File: src/hdl/ascii85_encoder_unit_macros.svh
// Assertion helpers for the ASCII85 encoder.
// Both sample on aclk and are off while aresetn is low.
`ifndef ASCII85_ENCODER_UNIT_MACROS_SVH
`define ASCII85_ENCODER_UNIT_MACROS_SVH

// Same-cycle implication
`define A85_ASSERT_IMP(label, ante, cons, msg) \
    label: assert property (@(posedge aclk) disable iff (!aresetn) (ante) |-> (cons)) \
        else $error(msg);

// Next-cycle implication
`define A85_ASSERT_NXT(label, ante, cons, msg) \
    label: assert property (@(posedge aclk) disable iff (!aresetn) (ante) |=> (cons)) \
        else $error(msg);

`endif

File: src/hdl/a85_pkg.sv
`default_nettype none

package a85_pkg;

    // Field widths
    localparam int A85_BYTE_W  = 8;
    localparam int A85_GROUP_W = 32;
    localparam int A85_DIGIT_W = 7;
    localparam int A85_NDIG_W  = 3;
    localparam int A85_DIGITS  = 5;

    // Character offset and largest legal character
    localparam logic [A85_DIGIT_W-1:0] A85_OFFSET   = 7'd33;
    localparam logic [A85_DIGIT_W-1:0] A85_CHAR_MAX = 7'd117;

    // Digit weights, most significant first (85^4 .. 85^1)
    localparam int unsigned A85_WEIGHT_0 = 52200625;
    localparam int unsigned A85_WEIGHT_1 = 614125;
    localparam int unsigned A85_WEIGHT_2 = 7225;
    localparam int unsigned A85_WEIGHT_3 = 85;

    // Bytes held in the open group before the incoming one
    localparam logic [1:0] A85_HELD_NONE  = 2'd0;
    localparam logic [1:0] A85_HELD_ONE   = 2'd1;
    localparam logic [1:0] A85_HELD_TWO   = 2'd2;
    localparam logic [1:0] A85_HELD_THREE = 2'd3;

    // One closed group: left-aligned, zero padded, with its character count
    typedef struct packed {
        logic [A85_GROUP_W-1:0] group;
        logic [A85_NDIG_W-1:0]  ndigits;
    } a85_group_t;

endpackage

`default_nettype wire

File: src/hdl/a85_front.sv
`default_nettype none

module a85_front
    import a85_pkg::*;
(
    input  wire logic                  aclk,
    input  wire logic                  aresetn,
    input  wire logic                  s_valid,
    output logic                       s_ready,
    input  wire logic [A85_BYTE_W-1:0] s_data_byte,
    input  wire logic                  s_end_of_data,
    input  wire logic                  q_full,
    output logic                       q_push,
    output a85_group_t                 q_data
);

    logic [23:0] held_bytes_reg, held_bytes_next;
    logic [1:0]  held_count_reg, held_count_next;
    logic        accept;
    logic        closes;

    // Take a byte whenever the queue can hold a closed group
    assign s_ready = !q_full;
    assign accept  = s_valid && s_ready;
    assign closes  = (held_count_reg == A85_HELD_THREE) || s_end_of_data;
    assign q_push  = accept && closes;

    // Left-align the group and pad the missing bytes with zero
    always_comb begin
        q_data.ndigits = A85_NDIG_W'(held_count_reg) + A85_NDIG_W'(2);
        unique case (held_count_reg)
            A85_HELD_NONE:  q_data.group = {s_data_byte, 24'd0};
            A85_HELD_ONE:   q_data.group = {held_bytes_reg[7:0], s_data_byte, 16'd0};
            A85_HELD_TWO:   q_data.group = {held_bytes_reg[15:0], s_data_byte, 8'd0};
            A85_HELD_THREE: q_data.group = {held_bytes_reg, s_data_byte};
            default:        q_data.group = '0;
        endcase
    end

    // Gather bytes of the open group
    always_comb begin
        held_bytes_next = held_bytes_reg;
        held_count_next = held_count_reg;
        if (accept) begin
            if (closes) begin
                held_bytes_next = '0;
                held_count_next = A85_HELD_NONE;
            end else begin
                held_bytes_next = {held_bytes_reg[15:0], s_data_byte};
                held_count_next = held_count_reg + 2'd1;
            end
        end
    end

    always_ff @(posedge aclk) begin
        if (!aresetn) begin
            held_bytes_reg <= '0;
            held_count_reg <= A85_HELD_NONE;
        end else begin
            held_bytes_reg <= held_bytes_next;
            held_count_reg <= held_count_next;
        end
    end

endmodule

`default_nettype wire

File: src/hdl/a85_fifo.sv
`default_nettype none

module a85_fifo
    import a85_pkg::*;
#(
    parameter int DEPTH = 2
) (
    input  wire logic       aclk,
    input  wire logic       aresetn,
    input  wire logic       push,
    input  wire a85_group_t push_data,
    output logic            full,
    output logic            pop_valid,
    input  wire logic       pop_ready,
    output a85_group_t      pop_data
);

    localparam int PTR_W = (DEPTH > 1) ? $clog2(DEPTH) : 1;
    localparam int CNT_W = $clog2(DEPTH + 1);

    a85_group_t       entry_reg [DEPTH];
    logic [PTR_W-1:0] wr_ptr_reg, wr_ptr_next;
    logic [PTR_W-1:0] rd_ptr_reg, rd_ptr_next;
    logic [CNT_W-1:0] count_reg, count_next;
    logic             pop;

    assign full      = (count_reg == CNT_W'(DEPTH));
    assign pop_valid = (count_reg != '0);
    assign pop       = pop_valid && pop_ready;
    assign pop_data  = entry_reg[rd_ptr_reg];

    // Pointer and occupancy update
    always_comb begin
        wr_ptr_next = wr_ptr_reg;
        rd_ptr_next = rd_ptr_reg;
        count_next  = count_reg;
        if (push) begin
            wr_ptr_next = (wr_ptr_reg == PTR_W'(DEPTH - 1)) ? '0 : wr_ptr_reg + 1'b1;
        end
        if (pop) begin
            rd_ptr_next = (rd_ptr_reg == PTR_W'(DEPTH - 1)) ? '0 : rd_ptr_reg + 1'b1;
        end
        if (push && !pop) begin
            count_next = count_reg + 1'b1;
        end else if (pop && !push) begin
            count_next = count_reg - 1'b1;
        end
    end

    always_ff @(posedge aclk) begin
        if (!aresetn) begin
            wr_ptr_reg <= '0;
            rd_ptr_reg <= '0;
            count_reg  <= '0;
        end else begin
            wr_ptr_reg <= wr_ptr_next;
            rd_ptr_reg <= rd_ptr_next;
            count_reg  <= count_next;
        end
    end

    // Entry storage
    always_ff @(posedge aclk) begin
        if (push) begin
            entry_reg[wr_ptr_reg] <= push_data;
        end
    end

endmodule

`default_nettype wire

File: src/hdl/a85_digit_stage.sv
`default_nettype none

// One base-85 digit: quotient by reciprocal multiply, then remainder.
module a85_digit_stage
    import a85_pkg::*;
#(
    parameter int          IN_W   = 32,
    parameter int unsigned WEIGHT = 52200625,
    parameter int          SIDE_W = 3,
    parameter int          REM_W  = $clog2(WEIGHT)
) (
    input  wire logic                   aclk,
    input  wire logic                   aresetn,
    input  wire logic                   advance,
    input  wire logic                   in_valid,
    input  wire logic [IN_W-1:0]        in_rem,
    input  wire logic [SIDE_W-1:0]      in_side,
    output logic                        out_valid,
    output logic [A85_DIGIT_W-1:0]      out_digit,
    output logic [REM_W-1:0]            out_rem,
    output logic [SIDE_W-1:0]           out_side
);

    // floor(v / WEIGHT) == (v * RECIP) >> SHIFT for every v below 2^IN_W
    localparam int              SHIFT      = IN_W + $clog2(WEIGHT);
    localparam int              RECIP_W    = IN_W + 1;
    localparam int              PROD_W     = IN_W + RECIP_W;
    localparam longint unsigned RECIP_FULL =
        ((64'd1 << SHIFT) + 64'(WEIGHT) - 64'd1) / 64'(WEIGHT);
    localparam logic [RECIP_W-1:0] RECIP    = RECIP_W'(RECIP_FULL);
    localparam logic [IN_W-1:0]    WEIGHT_V = IN_W'(WEIGHT);

    logic [PROD_W-1:0]      prod;
    logic [IN_W-1:0]        diff;

    logic                   valid_a_reg;
    logic [A85_DIGIT_W-1:0] quot_a_reg;
    logic [IN_W-1:0]        rem_a_reg;
    logic [SIDE_W-1:0]      side_a_reg;

    logic                   valid_b_reg;
    logic [A85_DIGIT_W-1:0] digit_b_reg;
    logic [REM_W-1:0]       rem_b_reg;
    logic [SIDE_W-1:0]      side_b_reg;

    // Quotient estimate, exact by choice of RECIP
    assign prod = PROD_W'(in_rem) * PROD_W'(RECIP);

    // Remainder after taking out the digit
    assign diff = rem_a_reg - IN_W'(quot_a_reg) * WEIGHT_V;

    always_ff @(posedge aclk) begin
        if (!aresetn) begin
            valid_a_reg <= 1'b0;
            valid_b_reg <= 1'b0;
        end else if (advance) begin
            valid_a_reg <= in_valid;
            valid_b_reg <= valid_a_reg;
        end
    end

    always_ff @(posedge aclk) begin
        if (advance) begin
            quot_a_reg  <= prod[SHIFT +: A85_DIGIT_W];
            rem_a_reg   <= in_rem;
            side_a_reg  <= in_side;
            digit_b_reg <= quot_a_reg;
            rem_b_reg   <= diff[REM_W-1:0];
            side_b_reg  <= side_a_reg;
        end
    end

    assign out_valid = valid_b_reg;
    assign out_digit = digit_b_reg;
    assign out_rem   = rem_b_reg;
    assign out_side  = side_b_reg;

endmodule

`default_nettype wire

File: src/hdl/a85_back.sv
`default_nettype none

module a85_back
    import a85_pkg::*;
(
    input  wire logic                   aclk,
    input  wire logic                   aresetn,
    input  wire logic                   q_valid,
    output logic                        q_ready,
    input  wire a85_group_t             q_data,
    output logic                        m_valid,
    input  wire logic                   m_ready,
    output logic [A85_DIGIT_W-1:0]      m_out_char,
    output logic                        m_run_last
);

    localparam int SIDE_W0 = A85_NDIG_W;
    localparam int SIDE_W1 = SIDE_W0 + A85_DIGIT_W;
    localparam int SIDE_W2 = SIDE_W1 + A85_DIGIT_W;
    localparam int SIDE_W3 = SIDE_W2 + A85_DIGIT_W;
    localparam int REM_W0  = $clog2(A85_WEIGHT_0);
    localparam int REM_W1  = $clog2(A85_WEIGHT_1);
    localparam int REM_W2  = $clog2(A85_WEIGHT_2);
    localparam int REM_W3  = $clog2(A85_WEIGHT_3);

    logic                   advance;
    logic                   ser_free;
    logic                   load;

    logic                   v0, v1, v2, v3;
    logic [A85_DIGIT_W-1:0] d0, d1, d2, d3;
    logic [REM_W0-1:0]      r0;
    logic [REM_W1-1:0]      r1;
    logic [REM_W2-1:0]      r2;
    logic [REM_W3-1:0]      r3;
    logic [SIDE_W0-1:0]     side0;
    logic [SIDE_W1-1:0]     side1;
    logic [SIDE_W2-1:0]     side2;
    logic [SIDE_W3-1:0]     side3;

    logic [A85_DIGIT_W-1:0] char_reg [A85_DIGITS];
    logic [A85_DIGIT_W-1:0] char_next [A85_DIGITS];
    logic [A85_NDIG_W-1:0]  cnt_reg, cnt_next;

    // Whole digit pipeline moves together; it holds only when its last
    // group cannot enter the output shifter
    assign ser_free = (cnt_reg == '0) || (m_ready && cnt_reg == A85_NDIG_W'(1));
    assign advance  = !v3 || ser_free;
    assign load     = v3 && advance;
    assign q_ready  = advance;

    a85_digit_stage #(
        .IN_W   (A85_GROUP_W),
        .WEIGHT (A85_WEIGHT_0),
        .SIDE_W (SIDE_W0)
    ) u_stage0 (
        .aclk      (aclk),
        .aresetn   (aresetn),
        .advance   (advance),
        .in_valid  (q_valid),
        .in_rem    (q_data.group),
        .in_side   (q_data.ndigits),
        .out_valid (v0),
        .out_digit (d0),
        .out_rem   (r0),
        .out_side  (side0)
    );

    a85_digit_stage #(
        .IN_W   (REM_W0),
        .WEIGHT (A85_WEIGHT_1),
        .SIDE_W (SIDE_W1)
    ) u_stage1 (
        .aclk      (aclk),
        .aresetn   (aresetn),
        .advance   (advance),
        .in_valid  (v0),
        .in_rem    (r0),
        .in_side   ({side0, d0}),
        .out_valid (v1),
        .out_digit (d1),
        .out_rem   (r1),
        .out_side  (side1)
    );

    a85_digit_stage #(
        .IN_W   (REM_W1),
        .WEIGHT (A85_WEIGHT_2),
        .SIDE_W (SIDE_W2)
    ) u_stage2 (
        .aclk      (aclk),
        .aresetn   (aresetn),
        .advance   (advance),
        .in_valid  (v1),
        .in_rem    (r1),
        .in_side   ({side1, d1}),
        .out_valid (v2),
        .out_digit (d2),
        .out_rem   (r2),
        .out_side  (side2)
    );

    a85_digit_stage #(
        .IN_W   (REM_W2),
        .WEIGHT (A85_WEIGHT_3),
        .SIDE_W (SIDE_W3)
    ) u_stage3 (
        .aclk      (aclk),
        .aresetn   (aresetn),
        .advance   (advance),
        .in_valid  (v2),
        .in_rem    (r2),
        .in_side   ({side2, d2}),
        .out_valid (v3),
        .out_digit (d3),
        .out_rem   (r3),
        .out_side  (side3)
    );

    // Output shifter: load five characters, send the first ndigits of them
    always_comb begin
        for (int i = 0; i < A85_DIGITS; i++) begin
            char_next[i] = char_reg[i];
        end
        cnt_next = cnt_reg;
        if (load) begin
            char_next[0] = side3[SIDE_W3-A85_NDIG_W-1 -: A85_DIGIT_W] + A85_OFFSET;
            char_next[1] = side3[2*A85_DIGIT_W-1 -: A85_DIGIT_W] + A85_OFFSET;
            char_next[2] = side3[A85_DIGIT_W-1:0] + A85_OFFSET;
            char_next[3] = d3 + A85_OFFSET;
            char_next[4] = A85_DIGIT_W'(r3) + A85_OFFSET;
            cnt_next     = side3[SIDE_W3-1 -: A85_NDIG_W];
        end else if (m_valid && m_ready) begin
            for (int i = 0; i < A85_DIGITS - 1; i++) begin
                char_next[i] = char_reg[i+1];
            end
            cnt_next = cnt_reg - 1'b1;
        end
    end

    always_ff @(posedge aclk) begin
        if (!aresetn) begin
            cnt_reg <= '0;
        end else begin
            cnt_reg <= cnt_next;
        end
    end

    always_ff @(posedge aclk) begin
        for (int i = 0; i < A85_DIGITS; i++) begin
            char_reg[i] <= char_next[i];
        end
    end

    assign m_valid    = (cnt_reg != '0);
    assign m_out_char = char_reg[0];
    assign m_run_last = (cnt_reg == A85_NDIG_W'(1));

endmodule

`default_nettype wire

File: src/hdl/ascii85_encoder_unit.sv
// Path: after acceptance, a byte that closes a group passes the queue, four two-register
//   digit stages and the output shifter load before its first character shows on m_.
// Throughput: one character per cycle while m_ready is high; the output shifter takes
//   the next group as the last character of the current one is sent.
// Reset: aresetn synchronous, active low; clears the open group, queue and output valid.
`default_nettype none

`include "ascii85_encoder_unit_macros.svh"

module ascii85_encoder_unit
    import a85_pkg::*;
#(
    parameter int QUEUE_DEPTH = 2
) (
    input  wire logic                   aclk,
    input  wire logic                   aresetn,
    input  wire logic                   s_valid,
    output logic                        s_ready,
    input  wire logic [A85_BYTE_W-1:0]  s_data_byte,
    input  wire logic                   s_end_of_data,
    output logic                        m_valid,
    input  wire logic                   m_ready,
    output logic [A85_DIGIT_W-1:0]      m_out_char,
    output logic                        m_run_last
);

    logic       q_full;
    logic       q_push;
    a85_group_t q_in;
    logic       q_valid;
    logic       q_ready;
    a85_group_t q_out;

    // Byte gathering
    a85_front u_front (
        .aclk          (aclk),
        .aresetn       (aresetn),
        .s_valid       (s_valid),
        .s_ready       (s_ready),
        .s_data_byte   (s_data_byte),
        .s_end_of_data (s_end_of_data),
        .q_full        (q_full),
        .q_push        (q_push),
        .q_data        (q_in)
    );

    // Closed groups waiting for conversion
    a85_fifo #(
        .DEPTH (QUEUE_DEPTH)
    ) u_fifo (
        .aclk      (aclk),
        .aresetn   (aresetn),
        .push      (q_push),
        .push_data (q_in),
        .full      (q_full),
        .pop_valid (q_valid),
        .pop_ready (q_ready),
        .pop_data  (q_out)
    );

    // Base-85 conversion and character output
    a85_back u_back (
        .aclk       (aclk),
        .aresetn    (aresetn),
        .q_valid    (q_valid),
        .q_ready    (q_ready),
        .q_data     (q_out),
        .m_valid    (m_valid),
        .m_ready    (m_ready),
        .m_out_char (m_out_char),
        .m_run_last (m_run_last)
    );

    // Checks
    `A85_ASSERT_IMP(a_no_overflow, q_push, !q_full, "group pushed into a full queue")
    `A85_ASSERT_IMP(a_char_range, m_valid,
                    (m_out_char >= A85_OFFSET) && (m_out_char <= A85_CHAR_MAX),
                    "output character outside the base-85 range")
    `A85_ASSERT_NXT(a_run_unbroken, m_valid && m_ready && !m_run_last, m_valid,
                    "gap inside a character run")

endmodule

`default_nettype wire
File: config.mk
export PLATFORM = sky130hd
export DESIGN_NAME = ascii85_encoder_unit
export DESIGN_NICKNAME = d
export VERILOG_FILES = /design/src/hdl/a85_pkg.sv /design/src/hdl/a85_front.sv /design/src/hdl/a85_fifo.sv /design/src/hdl/a85_digit_stage.sv /design/src/hdl/a85_back.sv /design/src/hdl/ascii85_encoder_unit.sv
export VERILOG_INCLUDE_DIRS = /design/src /design/src/hdl
export SDC_FILE = /design/constraint.sdc
export NUM_CORES = 2
export LEC_CHECK = 0
export ABC_CLOCK_PERIOD_IN_PS = 13400
export BUFFER_PORTS_ARGS = -buffer_cell sky130_fd_sc_hd__buf_2
export CORE_MARGIN = 3
export CORE_UTILIZATION = 35
export CTS_CLUSTER_SIZE = 24
export DETAILED_ROUTE_END_ITERATION = 8
export PLACE_DENSITY = 0.55
export SLEW_MARGIN = 20
export SYNTH_ARGS = -nofsm -noshare
export SYNTH_HDL_FRONTEND = slang
export SYNTH_SLANG_ARGS = --single-unit
File: constraint.sdc
create_clock -name aclk -period 13.4 [get_ports aclk]
set_input_delay 2.68 -clock aclk [delete_from_list [all_inputs] [get_ports aclk]]
set_output_delay 2.68 -clock aclk [all_outputs]
set_load 0.1 [all_outputs]
==> impl_metrics.py <==
metrics = {
    "floorplanning": {
        "core_area_mm2": 0.157,
        "die_height_um": 404,
        "die_area_mm2": 0.163,
        "io_pins": 23,
        "initial_core_util_pct": 35.4,
        "row_count": 145,
        "die_w_um": 404,
    },
    "detailed_routing": {
        "first_pass_iters": 5,
        "drc": 0,
        "drt_iter0_drc": 1785,
        "vias_per_cell": 4.69,
        "drtAntennaViolNets": 0,
        "wire_per_inst_um": 18.3,
        "vias": 32886,
        "drt-total-wl_um": 128000,
    },
    "setup_path": {
        "crit_top_cell": "fa_1",
        "arrival_ps": 9540,
        "rrSetupSlack_ps": 4220,
        "worstSetupStartpointType": "register",
        "crit_required_ps": 13760,
        "crit_path_cell_trace": "buf_4 -> mux2i_1 -> inv_1 -> fa_1 -> inv_1 -> fa_1 -> inv_1 -> fa_1 -> fa_1 -> fa_1 -> fa_1 -> fa_1 -> inv_1 -> fa_1 -> inv_1 -> ha_1 -> a21oi_1 -> o221ai_1 -> a221o_1 -> o21bai_1 -> a221oi_1 -> o211ai_1 -> and4b_1",
        "slowest_stage": "fa_1",
        "worstRegToRegCells": 23,
        "cp_top_family": "adder cells",
        "slowest_delay_ps": 760,
        "crit_fanout": 37,
        "critPathBufInv": 6,
        "crit_path_end_kind": "register",
        "rr_endpoint": "u_back.u_stage0.quot_a_reg[0]",
        "path_class": "register to register",
    },
    "cells_and_area": {
        "final_cell_mix": "inv_1, ha_1, fa_1",
        "drive_gt1_share_pct": 3.09,
        "multi_input_area_mm2": 0.0373,
        "layout.cells.most_common": "inv_1",
        "regArea_mm2": 0.0129,
        "largest_reg_flops": 70,
        "final_nets": 6891,
        "areaGrowthSynthToFinish_pct": 7.76,
        "fillers": 15302,
    },
    "cts": {
        "cts_made_buffers": 48,
        "cts_tree": "done",
        "cts_buffer_depth": 3,
        "cts_resized": 0,
        "root_buffer": "clkbuf_16",
        "clkSinkCount": 443,
        "h-tree-depth": 2,
        "ctsHoldBuffers": 0,
        "clk_pin_slew_worst_paths_ps": 70,
        "cts_setup_buffers": 0,
        "clk_latency_ps": 590,
    },
    "placement": {
        "place_congestion": 0.919,
        "dp_hpwl_um": 109000,
        "io_buffer_count": 22,
    },
    "timing": {
        "finalHoldViolCount": 0,
        "period_needed_ps": 9180,
        "skew_ps": 22.8,
        "slew_headroom_pct": 28.8,
        "fin_tns_setup_ps": 0,
        "fmax_ghz": 0.109,
        "fin_crit_sh_pct": 68.5,
        "finalMaxSlewViolations": 0,
        "worst_slew_pin_slew_ps": 1070,
        "rsz0062_at_grt": "false",
        "setup_viol": 0,
    },
    "worst_hold_path": {
        "worstHoldStart": "u_back.u_stage3.side_a_reg[6]",
        "holdPathStages": 0,
        "min_path_type": "register to register",
        "holdPathEnd": "u_back.u_stage3.out_side[6]",
    },
    "synthesis": {
        "netlist_instances": 4868,
        "synth_edf_count": 401,
        "synth_seq_area_share_pct": 23.2,
        "dominantRegCellSynth": "edfxtp_1",
        "synthTopCellsByArea": "fa_1, ha_1, edfxtp_1, inv_1, xnor2_1",
        "syn_nets": 6845,
        "ys_warn_count": 0,
        "async_flop_share_pct": 0,
        "synth_top_area_cell": "fa_1",
        "synth_cell_types": 75,
        "syn_avg_cell_area_um2": 11.4,
        "ys_seq_elements": 443,
        "synth_top_area_share_pct": 28.5,
        "synth_area_mm2": 0.0555,
    },
    "status": {
        "outcome": "finished clean",
    },
    "global_route": {
        "overflow": 0,
        "grt_util_all_layers_pct": 16.3,
        "grt_pass1_vias": 35672,
        "grt_max_degree": 82,
        "antenna_found_initial": 5,
        "grt_pass1_wl_um": 207000,
    },
    "job": {
        "cap_violations": 0,
    },
}
## cells by family (layout without fill, tap and decap cells)
group	Yosys count	in the layout	synth area share, %
muxes	45	45	0.839
AOI/OAI and AO/OA	439	439	5.41
and+or+nand+nor	416	416	3.60
buffers and inverters	1412	1496	9.60
DFF	443	443	23.2
adders and majority gates	1964	1964	55.0
xor gates and xnor gates	149	149	2.35
other	0	2	0
## how the worst max path moves through the flow
stage | cells past startpoint | end | slack, ps
floorplan | 8 | u_fifo.count_reg[1] | 1630
global placement | 23 | u_back.u_stage0.quot_a_reg[0] | 4160
detailed placement | 23 | u_back.u_stage0.quot_a_reg[0] | 4170
CTS | 23 | u_back.u_stage0.quot_a_reg[0] | 4170
global route | 23 | u_back.u_stage0.quot_a_reg[0] | 3760
finish | 23 | u_back.u_stage0.quot_a_reg[0] | 4220
## per-stage QoR
stage | utilization (%) | instance area (um^2) | hold WS (ps) | worst slack, ps | instances
floorplan | - | 55500 | 400 | 1630 | 4868
global placement | 37.0 | 58100 | 402 | 4160 | 6922
detailed placement | 37.0 | 58100 | 405 | 4170 | 6922
CTS | 38.1 | 59800 | 405 | 4170 | 7010
global route | 38.1 | 59800 | 419 | 3760 | 7010
finish | 38.1 | 59800 | 414 | 4220 | 7012
## Yosys cell counts, drive strengths merged, types with 5 or more instances
cell / instances
mux2i: 33
ha: 1174
xnor2: 110
nor2: 91
clkbuf: 26
a222oi: 16
o21bai: 10
a21boi: 39
xor2: 39
inv: 1372
and2: 27
o31ai: 9
a22oi: 10
a31oi: 7
nor3: 21
a31o: 5
and3: 15
a41oi: 7
nor2b: 14
or2: 9
o21ai: 89
a211oi: 12
a21oi: 92
nand2: 133
mux2: 12
a21o: 70
nand2b: 12
nand3: 58
dfxtp: 42
nand3b: 5
o211ai: 12
buf: 12
o21a: 22
edfxtp: 401
fa: 790
nand4: 16
## metal layers
metal  track usage (%)  vias to the layer above  wire, um
met5                 0                        -         0
li1                  -                    15788         -
met1              22.5                    16587     59000
met3              1.37                      106      3650
met2              28.2                      405     63600
met4              2.71                        0      1940
## area by class of cell
type / instances / share of cell area, %
Tap cell: 2058 / 4.31
Clock inverter: 33 / 0.712
Multi-Input combinational cell: 3013 / 62.4
Clock buffer: 55 / 2.09
Antenna cell: 2 / 0.00837
Inverter: 1374 / 8.64
Sequential cell: 443 / 21.5
Timing Repair Buffer: 34 / 0.335
Power is not shown: default switching activity piles up to over one toggle a cycle in this logic, so the estimate is an artifact.
